## config.mk

```make
export PLATFORM = sky130hd
export DESIGN_NAME = cpc_div
export DESIGN_NICKNAME = d
export VERILOG_FILES = /design/src/hdl/cpc_pkg.sv /design/src/hdl/cpc_div.sv
export SDC_FILE = /design/constraint.sdc
export NUM_CORES = 1
export LEC_CHECK = 0
export BUFFER_PORTS_ARGS = -buffer_cell sky130_fd_sc_hd__buf_2
export CELL_PAD_IN_SITES_DETAIL_PLACEMENT = 0
export CELL_PAD_IN_SITES_GLOBAL_PLACEMENT = 2
export CORE_ASPECT_RATIO = 2
export CORE_MARGIN = 2
export CORE_UTILIZATION = 40
export CTS_CLUSTER_DIAMETER = 200
export DETAILED_ROUTE_END_ITERATION = 12
export HOLD_SLACK_MARGIN = 0.12
export PLACE_DENSITY = 0.91
export SYNTH_ARGS = -nofsm -noshare
export SYNTH_HDL_FRONTEND = slang
export SYNTH_SLANG_ARGS = --single-unit
```

## constraint.sdc

```tcl
create_clock -name aclk -period 9.69 [get_ports aclk]
set_clock_uncertainty 0.15 [all_clocks]
set_input_delay 1.4535 -clock aclk [delete_from_list [all_inputs] [get_ports aclk]]
set_output_delay 1.4535 -clock aclk [all_outputs]
set_load 0.05 [all_outputs]
```

## src/hdl/cpc_pkg.sv

```systemverilog
// shared constants for the convex plane polygon clipper
// no dependencies; imported by cpc_div, the top level and the testbench
package cpc_pkg;

    localparam int COORD_W      = 32;
    localparam int C_MAX_VERTS  = 32;
    localparam int C_MAX_PLANES = 32;
    localparam int C_FRAC_BITS  = 16;

    // input tuser bit positions
    localparam int TU_MODE = 0;
    localparam int TU_SKIP = 1;

    // item kinds carried in tuser
    localparam logic MODE_PLANE  = 1'b0;
    localparam logic MODE_VERTEX = 1'b1;

endpackage

```

## src/hdl/cpc_div.sv

```systemverilog
// restoring divider for the crossing parameter t = num * 2^frac / den
// one quotient bit per cycle; depends on cpc_pkg
module cpc_div #(
    parameter int FRAC_BITS = cpc_pkg::C_FRAC_BITS,
    parameter int NUM_W     = 51
) (
    input  logic                 aclk,
    input  logic                 aresetn,
    input  logic                 start,
    input  logic [NUM_W-1:0]     num,
    input  logic [NUM_W-1:0]     den,
    output logic                 done,
    output logic [FRAC_BITS:0]   quot
);
    import cpc_pkg::*;

    localparam int CNT_W = $clog2(FRAC_BITS + 1);

    logic [NUM_W:0]     rem_reg;
    logic [NUM_W-1:0]   den_reg;
    logic [FRAC_BITS:0] q_reg;
    logic [CNT_W-1:0]   cnt_reg;
    logic               run_reg;
    logic               done_reg;

    logic [NUM_W:0]     rem_sh;
    logic               ge;

    // the first step compares without a shift to get the integer bit
    always_comb begin
        rem_sh = (cnt_reg == '0) ? rem_reg : {rem_reg[NUM_W-1:0], 1'b0};
        ge     = (rem_sh >= {1'b0, den_reg});
    end

    always_ff @(posedge aclk) begin
        if (!aresetn) begin
            run_reg  <= 1'b0;
            done_reg <= 1'b0;
            cnt_reg  <= '0;
        end else begin
            done_reg <= 1'b0;
            if (start) begin
                run_reg <= 1'b1;
                cnt_reg <= '0;
            end else if (run_reg) begin
                if (cnt_reg == CNT_W'(FRAC_BITS)) begin
                    run_reg  <= 1'b0;
                    done_reg <= 1'b1;
                end
                cnt_reg <= cnt_reg + 1'b1;
            end
        end
    end

    always_ff @(posedge aclk) begin
        if (start) begin
            rem_reg <= {1'b0, num};
            den_reg <= den;
            q_reg   <= '0;
        end else if (run_reg) begin
            rem_reg <= ge ? (rem_sh - {1'b0, den_reg}) : rem_sh;
            q_reg   <= {q_reg[FRAC_BITS-1:0], ge};
        end
    end

    assign done = done_reg;
    assign quot = q_reg;

    a_done_after_run: assert property (@(posedge aclk) disable iff (!aresetn)
        done_reg |-> $past(run_reg))
        else $error("divider done without a running division");
    a_no_restart: assert property (@(posedge aclk) disable iff (!aresetn)
        run_reg |-> !start)
        else $error("divider restarted while busy");
    a_rem_bound: assert property (@(posedge aclk) disable iff (!aresetn)
        (run_reg && cnt_reg != '0) |-> (rem_reg < {1'b0, den_reg}))
        else $error("partial remainder not below divisor");

endmodule

```

==> results of run 1 <==
[critical path, cell delays in order (launching register included)]
cell and delay (ns):
dfxtp_1 0.35, inv_1 0.07, ha_1 0.16, nand2_1 0.08, nor2_4 0.07, buf_4 0.58, mux2_2 0.45, fa_1 0.45
a211oi_1 0.26, nor2_1 0.12, a21oi_2 0.27, o2111ai_1 0.17, and3_4 0.21, o21ai_2 0.11, a31oi_1 0.10, or3_2 0.79
buf_4 0.44, and2_1 0.30, a221o_1 0.31
[synth_stat cells (all sizes together) (20+ instances only)]
library cell and instances:
edfxtp 102, a21oi 89, nor2 85, inv 76, mux2 65, nand2 60, ha 53, mux2i 53
o21ai 44, clkbuf 30, xnor2 29, dfxtp 25, a21o 22, nand3 20, nor3 20
[metrics by stage]
step | std cells | hold WS (ns)
6_report | 1330 | 0.343
5_1_grt | 1330 | 0.370
4_1_cts | 1330 | 0.351
3_5_place_dp | 1298 | 0.334
3_3_place_gp | 1298 | 0.326
2_1_floorplan | 939 | 0.325
[report_power, final]
group	internal [mW]	total [mW]	switching (mW)
registers	0.702	0.743	0.0411
clock network	0.378	0.624	0.245
logic	0.552	1.31	0.755
[final cells by class]
| cell class | instances | area (sq um) | share of cell area |
|---|---|---|---|
| clock buffers | 26 | 529 | 0.0510 |
| clock inverters | 6 | 46.3 | 0.00446 |
| inverters | 76 | 285 | 0.0275 |
| multi-input cells | 691 | 4950 | 0.477 |
| flip-flops and latches | 127 | 3560 | 0.343 |
| well taps | 276 | 345 | 0.0333 |
| repair buffers | 128 | 658 | 0.0634 |
[metal layers]
| metal | wire (um) | vias to the layer above | track usage |
|---|---|---|---|
| met4 | 916 | 0 | 0.104 |
| met3 | 980 | 58 | 0.0456 |
| li1 | - | 3620 | - |
| met1 | 8450 | 3459 | 0.203 |
| met5 | 0 | - | 0 |
| met2 | 14300 | 191 | 0.427 |
[worst paths after layout]
kind	to	slack [ns]	cells past startpoint	from
max	rem_reg[40]	3.95	18	cnt_reg[0]
min	quot[16]	0.34	2	quot[16]
max reg2reg	rem_reg[40]	3.95	18	cnt_reg[0]
min reg2reg	quot[16]	0.34	2	quot[16]
[kinds of logic after synthesis]
group / synth area share
compound gates: 0.162
simple gates: 0.124
xor+xnor: 0.0458
flops: 0.397
mux: 0.141
buf+inv: 0.0532
fa+ha+maj: 0.0761
==> impl_metrics.ini, run 1 <==
[outcome]
status = finished, final reports clean

[synth]
syn_area_sq_um = 8980
yosysTopAreaCell = edfxtp_1
synthCells = 939
synth_top_area_share = 0.341
synth_top_flop_cell = edfxtp_1
synth_edf_count = 102
synthArstFlopShare = 0
ys_warn_count = 0
synth.distinct_cells = 62
ys_seq_area_frac = 0.397
synth.area.top_cells = edfxtp_1 34%, mux2_2 7.9%, ha_1 7.4%
syn_nets = 1098
synth-seq-cells = 127
synthesis.area_per_instance_sq_um = 9.56

[finish]
fin_nets = 1200
antenna_cells = 0
final_common_cell = buf_2
final_util = 0.470
final_cell_mix = 121 x buf_2, 102 x edfxtp_1, 86 x a21oi_1
largest_reg_flops = 52
fin_area_sq_um = 10400
syn2layout_area_growth_pct = 15.6
filler_cell_count = 2165
drive_above_1_share = 0.224

[timing]
hold_violations = 0
setup_slack_ns = 3.95
worst-slew-pin-transition_ns = 1.01
setup_violations = 0
clock.fmax_mhz = 174
min_period_over_period = 0.592
tns_ns = 0
drv_slew = 0
rsz0062_at_grt = false
period_minus_slack_ns = 5.74
slew_headroom = 0.311

[placed_design]
place_area_sq_um = 9800
port_buffers = 122
gp_congestion = 0.936
post-dp-hpwl_um = 18900
dp_worst_setup_slack_ns = 3.91

[hold_path]
hold_class = flip-flop to flip-flop

[clock_tree]
cts.sinks = 127
htreeDepth = 4
hold_buffers = 0
clkLatencyLatePin_ns = 0.44
root_buffer = clkbuf_16
cts_made_buffers = 17
cts_buffer_depth = 2
clkTransAtPathRegs_ns = 0.06
ctsResizeCount = 0
tritoncts = built
postCtsSetupBuffers = 0

[grt]
grt_pass1_vias = 7852
grt_first_pass_wirelength_um = 39300
grt_overflow_total = 0
track_usage = 0.218
antenna_found_initial = 0
grt_max_degree = 80

[power_and_ir_drop]
peakVddDrop_v = 0.000197
p_per_area_nw_per_um2 = 258
power.total_mw = 2.67
p_leak_nw = 4.50

[die]
fp.dieH_um = 216
die_area_sq_um = 23700
rows = 77
die_x_um = 110
core_sq_um = 22100
initial_core_util = 0.407
pin_count = 123

[detailed_routing]
drt-initial-drc-count = 368
vias = 7328
vias_per_cell = 5.51
wl_per_cell_um = 18.5
drc = 0
final_antenna_net_count = 0
routed_wl_um = 24700
dr.pass1.iters = 8

[setup_path]
criticalPathCategory = flip-flop to flip-flop
worstPathMaxFanout = 52
cp.required_ns = 9.73
arrival_ns = 5.78
critPathLaunchType = flip-flop
cp-end-kind = flip-flop

[flow_run]
drv_cap = 0
Power figures use the tool's default switching activity.
==> run 2, diff against run 1 <==
--- a/config.mk
+++ b/config.mk
@@ -10,11 +10,11 @@
 export CELL_PAD_IN_SITES_GLOBAL_PLACEMENT = 2
 export CORE_ASPECT_RATIO = 2
 export CORE_MARGIN = 2
-export CORE_UTILIZATION = 40
+export CORE_UTILIZATION = 33
 export CTS_CLUSTER_DIAMETER = 200
 export DETAILED_ROUTE_END_ITERATION = 12
 export HOLD_SLACK_MARGIN = 0.12
-export PLACE_DENSITY = 0.91
+export PLACE_DENSITY = 0.81
 export SYNTH_ARGS = -nofsm -noshare
 export SYNTH_HDL_FRONTEND = slang
 export SYNTH_SLANG_ARGS = --single-unit
==> constraint.sdc (replaced) <==
create_clock -name aclk -period 4.9 [get_ports aclk]
set_clock_uncertainty 0.15 [all_clocks]
set_input_delay 0.735 -clock aclk [delete_from_list [all_inputs] [get_ports aclk]]
set_output_delay 0.735 -clock aclk [all_outputs]
set_load 0.05 [all_outputs]
==> run 2 against run 1 <==
Against the previous run: via count grew 4.6%; critical endpoint is now rem_reg[49]; maximum frequency grew 23%; flip-flop and latch count is the same; sequential power grew 98%.
==> impl_metrics.ini, run 2 (synthesized netlist as in run 1, its figures left out) <==
[outcome]
status = finished, final reports clean

[clock_tree]
cts_buffer_depth = 2
root_buffer = clkbuf_16
htreeDepth = 4
hold_buffers = 0
cts.sinks = 127
tritoncts = built
clkTransAtPathRegs_ns = 0.07
cts_made_buffers = 17
clkLatencyLatePin_ns = 0.45

[detailed_routing]
highest_layer = met4
vias_per_cell = 5.13
wl_met3_um = 797
routed_wl_um = 27300
routedLengthMet1_um = 9290
wl_met2_um = 16500
vias = 7662
wl_per_cell_um = 18.2
drc = 0
drt-initial-drc-count = 305
dr.pass1.iters = 6
final_antenna_net_count = 0

[power_and_ir_drop]
peakVddDrop_v = 0.000267
p_per_area_nw_per_um2 = 514
p_leak_nw = 4.97

[timing]
hold_violations = 0
setup_violations = 0
period_minus_slack_ns = 4.68
min_period_over_period = 0.955
whs_ns = 0.305
clock.fmax_mhz = 214
slew_headroom = 0.477
setup_slack_ns = 0.219
drv_slew = 0
worst-slew-pin-transition_ns = 0.785

[grt]
grt_pass1_vias = 8089
track_usage = 0.195
grt_overflow_total = 0
grt_max_degree = 55
antenna_found_initial = 0
grt_first_pass_wirelength_um = 42200

[setup_path]
rrSetupSlack_ns = 0.22
r2r_cells = 18
rr_startpoint = cnt_reg[0]
arrival_ns = 4.73
criticalPathCategory = flip-flop to flip-flop
worstPathMaxFanout = 14
cp.required_ns = 4.94
critPathLaunchType = flip-flop
timing.rr.end = rem_reg[49]
cp-end-kind = flip-flop

[finish]
syn2layout_area_growth_pct = 25.5
filler_cell_count = 2758
final_util = 0.421
final_common_cell = buf_2
fin_cells = 1495
fin_nets = 1293
largest_reg_flops = 52
fin_area_sq_um = 11300
drive_above_1_share = 0.296
antenna_cells = 0
final_cell_mix = 121 x buf_2, 102 x edfxtp_1, 96 x buf_4

[placed_design]
post-dp-hpwl_um = 21500
dpl.cell_count = 1456
place_area_sq_um = 10600
dp_worst_setup_slack_ns = 0.199
gp_congestion = 0.885
port_buffers = 122

[hold_path]
hold_class = input pin to flip-flop
hp-start = den[39]
hold_depth = 1
min_to = den_reg[39]

[die]
core_sq_um = 26800
die_area_sq_um = 28600
pin_count = 123
die_x_um = 121
initial_core_util = 0.335
rows = 85
fp.dieH_um = 237

[flow_run]
drv_cap = 0
run 2: how the worst max path moves through the flow:
stage	startpoint	endpoint	cells after the start
after CTS	cnt_reg[0]	rem_reg[46]	21
final	cnt_reg[0]	rem_reg[49]	18
after detailed placement	cnt_reg[0]	rem_reg[46]	21
after global routing	cnt_reg[1]	rem_reg[43]	20
after floorplan	cnt_reg[0]	rem_reg[34]	20
after global placement	cnt_reg[0]	rem_reg[46]	21
run 2: report_power, final:
part | switching (mW) | internal (mW)
clock | 0.544 | 0.770
combinational | 1.61 | 1.40
sequential | 0.0844 | 1.39
total | 2.24 | 3.55
run 2: metal layers:
| metal | up-vias | global-route usage |
|---|---|---|
| met1 | 3664 | 0.174 |
| met4 | 0 | 0.0789 |
| met2 | 144 | 0.406 |
| met3 | 40 | 0.0389 |
| met5 | - | 0 |
| li1 | 3814 | - |
run 2: final cells by class:
class | count | area (sq um) | share of cell area
clock buffer | 18 | 439 | 0.0390
inverter | 76 | 285 | 0.0253
multi-input combinational | 691 | 4990 | 0.443
tap | 348 | 435 | 0.0386
sequential | 127 | 3560 | 0.316
clock inverter | 14 | 155 | 0.0138
timing repair buffer | 221 | 1400 | 0.124
run 2: stage by stage:
stage / total power [mW] / TNS, ns
6_report: 5.79 / 0
5_1_grt: 6.19 / -0.00106
4_1_cts: 5.83 / 0
3_5_place_dp: 4.48 / 0
3_3_place_gp: 4.45 / 0
2_1_floorplan: 3.43 / 0
run 2: timing repair:
action	in CTS	in global routing
setup endpoints to repair	0	27
resized for setup	0	13
buffers inserted	0	7
run 2: critical path: stages (launching register included):
cell and delay [ns]:
dfxtp_2 0.34, inv_1 0.05, ha_1 0.16, nand2_1 0.09
nor2_4 0.22, buf_12 0.18, buf_4 0.12, mux2_2 0.33
ha_1 0.43, o21ai_0 0.13, a21oi_1 0.18, o21ai_0 0.23
or3_1 0.45, o21ai_1 0.22, a21oi_2 0.13, o41ai_1 0.50
a21oi_1 0.17, nor3b_1 0.27, nor4_2 0.08
==> run 3, diff against run 2 <==
--- a/config.mk
+++ b/config.mk
@@ -5,14 +5,14 @@
 export SDC_FILE = /design/constraint.sdc
 export NUM_CORES = 1
 export LEC_CHECK = 0
-export BUFFER_PORTS_ARGS = -buffer_cell sky130_fd_sc_hd__buf_2
 export CELL_PAD_IN_SITES_DETAIL_PLACEMENT = 0
 export CELL_PAD_IN_SITES_GLOBAL_PLACEMENT = 2
 export CORE_ASPECT_RATIO = 2
 export CORE_MARGIN = 2
-export CORE_UTILIZATION = 33
+export CORE_UTILIZATION = 37
 export CTS_CLUSTER_DIAMETER = 200
 export DETAILED_ROUTE_END_ITERATION = 12
+export DONT_BUFFER_PORTS = 1
 export HOLD_SLACK_MARGIN = 0.12
 export PLACE_DENSITY = 0.81
 export SYNTH_ARGS = -nofsm -noshare
==> run 3 against run 2 <==
Against the previous run: via count decreased by 1.6%; global-route usage rose by 2.3 points; largest power group unchanged; clock-buffer cell count grew 5; combinational power grew 8.3%.
==> impl_metrics.ini, run 3 (synthesized netlist as in run 1, its figures left out) <==
[grt]
grt_max_degree = 96
grt_use_met1 = 0.189
grt_first_pass_wirelength_um = 42100
grt_pass1_vias = 8206
met3_usage = 0.0420
track_usage = 0.219
antenna_found_initial = 1
busiest_layer = met2
grt_use_met2 = 0.445
grt_overflow_total = 0

[finish]
final_common_cell = buf_4
final_util = 0.471
drive_above_1_share = 0.262
final_cell_mix = 174 x buf_4, 102 x edfxtp_1, 85 x a21oi_1
syn2layout_area_growth_pct = 24.8
largest_reg_flops = 52
fin_nets = 1251

[die]
core_sq_um = 23800
initial_core_util = 0.377
fp.dieH_um = 224
pin_count = 123
die_x_um = 114
rows = 80
die_area_sq_um = 25600

[setup_path]
arrival_ns = 4.74
rr_startpoint = cnt_reg[0]
cp.required_ns = 5.00
critical-path-slowest-cell = mux2_2
cpPeakStageDelay_ns = 0.37
cpLargestDelayFamily = compound AO/OA/AOI/OAI gates
cp_common_cell = a21oi_1
criticalPathCategory = flip-flop to flip-flop
timing.rr.end = rem_reg[49]
worstPathCellList = inv_1 > ha_1 > nand2_1 > nor2_4 > buf_12 > mux2_2 > ha_1 > a21oi_1 > o21ai_0 > or2_2 > a2111oi_0 > o21ai_1 > a21oi_1 > o41ai_1 > buf_4 > a21oi_1 > nor3b_1 > nor4_1
critPathLaunchType = flip-flop
cp-end-kind = flip-flop
worstPathMaxFanout = 26
r2r_cells = 18
cp_num_buf_inv = 3
startpoint = cnt_reg[0]
rrSetupSlack_ns = 0.26

[power_and_ir_drop]
peakVddDrop_v = 0.000304
p_leak_nw = 4.89
p_per_area_nw_per_um2 = 543

[clock_tree]
clkTransAtPathRegs_ns = 0.06
htreeDepth = 4
cts_buffer_depth = 2
hold_buffers = 0
cts_made_buffers = 17
tritoncts = built
root_buffer = clkbuf_16
clkLatencyLatePin_ns = 0.45
cts.sinks = 127

[timing]
period_minus_slack_ns = 4.64
min_period_over_period = 0.947
clock.fmax_mhz = 215
worst-slew-pin-transition_ns = 0.758
tns_ns = 0
setup_violations = 0
hold_violations = 0
slew_headroom = 0.493
drv_slew = 0

[detailed_routing]
wl_per_cell_um = 19.8
vias = 7540
drc = 0
drt-initial-drc-count = 297
final_antenna_net_count = 0
routed_wl_um = 27500
vias_per_cell = 5.41
dr.pass1.iters = 5

[flow_run]
drv_cap = 0

[hold_path]
min_to = quot[11]
hold_depth = 1
hp-start = start
hold_class = input pin to flip-flop

[placed_design]
port_buffers = 0
gp_congestion = 0.866
post-dp-hpwl_um = 21600

[outcome]
status = finished, final reports clean
==> run 3: changes by cell type in the layout (fill, tap and decap cells not counted), moves of 3 or more <==
cell and delta:
a21oi_1 +3, buf_2 -121, buf_4 +78, clkbuf_16 +3, clkinv_4 +3
==> run 3: per-stage QoR <==
stage / cells / worst slack, ns / area [sq um] / power, mW / hold WS (ns)
2_1_floorplan: 939 / 0.0653 / 8980 / 3.43 / 0.325
3_3_place_gp: 1358 / 0.282 / 10500 / 4.72 / 0.371
3_5_place_dp: 1358 / 0.199 / 10500 / 4.74 / 0.376
4_1_cts: 1390 / 0.160 / 11200 / 6.13 / 0.188
5_1_grt: 1393 / -0.00364 / 11200 / 6.46 / 0.209
6_report: 1393 / 0.258 / 11200 / 6.09 / 0.227
==> run 3: layout make-up <==
cell class / instances / area (sq um)
antenna: 1 / 2.50
clock buffer: 23 / 510
multi-input combinational: 691 / 4960
timing repair buffer: 179 / 1410
inverter: 76 / 285
clock inverter: 9 / 119
sequential: 127 / 3560
tap: 287 / 359
fill: 2312 / 12600
==> run 3: worst max-delay path by stage <==
| stage | end | slack [ns] | cells past startpoint |
|---|---|---|---|
| floorplan | rem_reg[34] | 0.07 | 20 |
| global placement | rem_reg[34] | 0.28 | 18 |
| detailed placement | rem_reg[47] | 0.20 | 19 |
| CTS | rem_reg[47] | 0.16 | 19 |
| global route | rem_reg[43] | -0.004 | 21 |
| finish | rem_reg[49] | 0.26 | 18 |
==> run 3: metal layers <==
layer | vias to the layer above | routed length [um]
li1 | 3718 | -
met1 | 3566 | 8900
met2 | 186 | 16200
met3 | 70 | 961
met4 | 0 | 1430
met5 | - | 0
==> run 3: repair_timing <==
action | CTS | global route
setup buffers | 0 | 1
setup endpoints to repair | 0 | 13
resized for setup | 0 | 4
==> run 3: where the power goes <==
group          leakage, nW  total, mW  switching (mW)  internal [mW]
Sequential            1.21       1.48          0.0927           1.39
Clock                0.309       1.35           0.508          0.842
Combinational         3.37       3.25            1.65           1.61
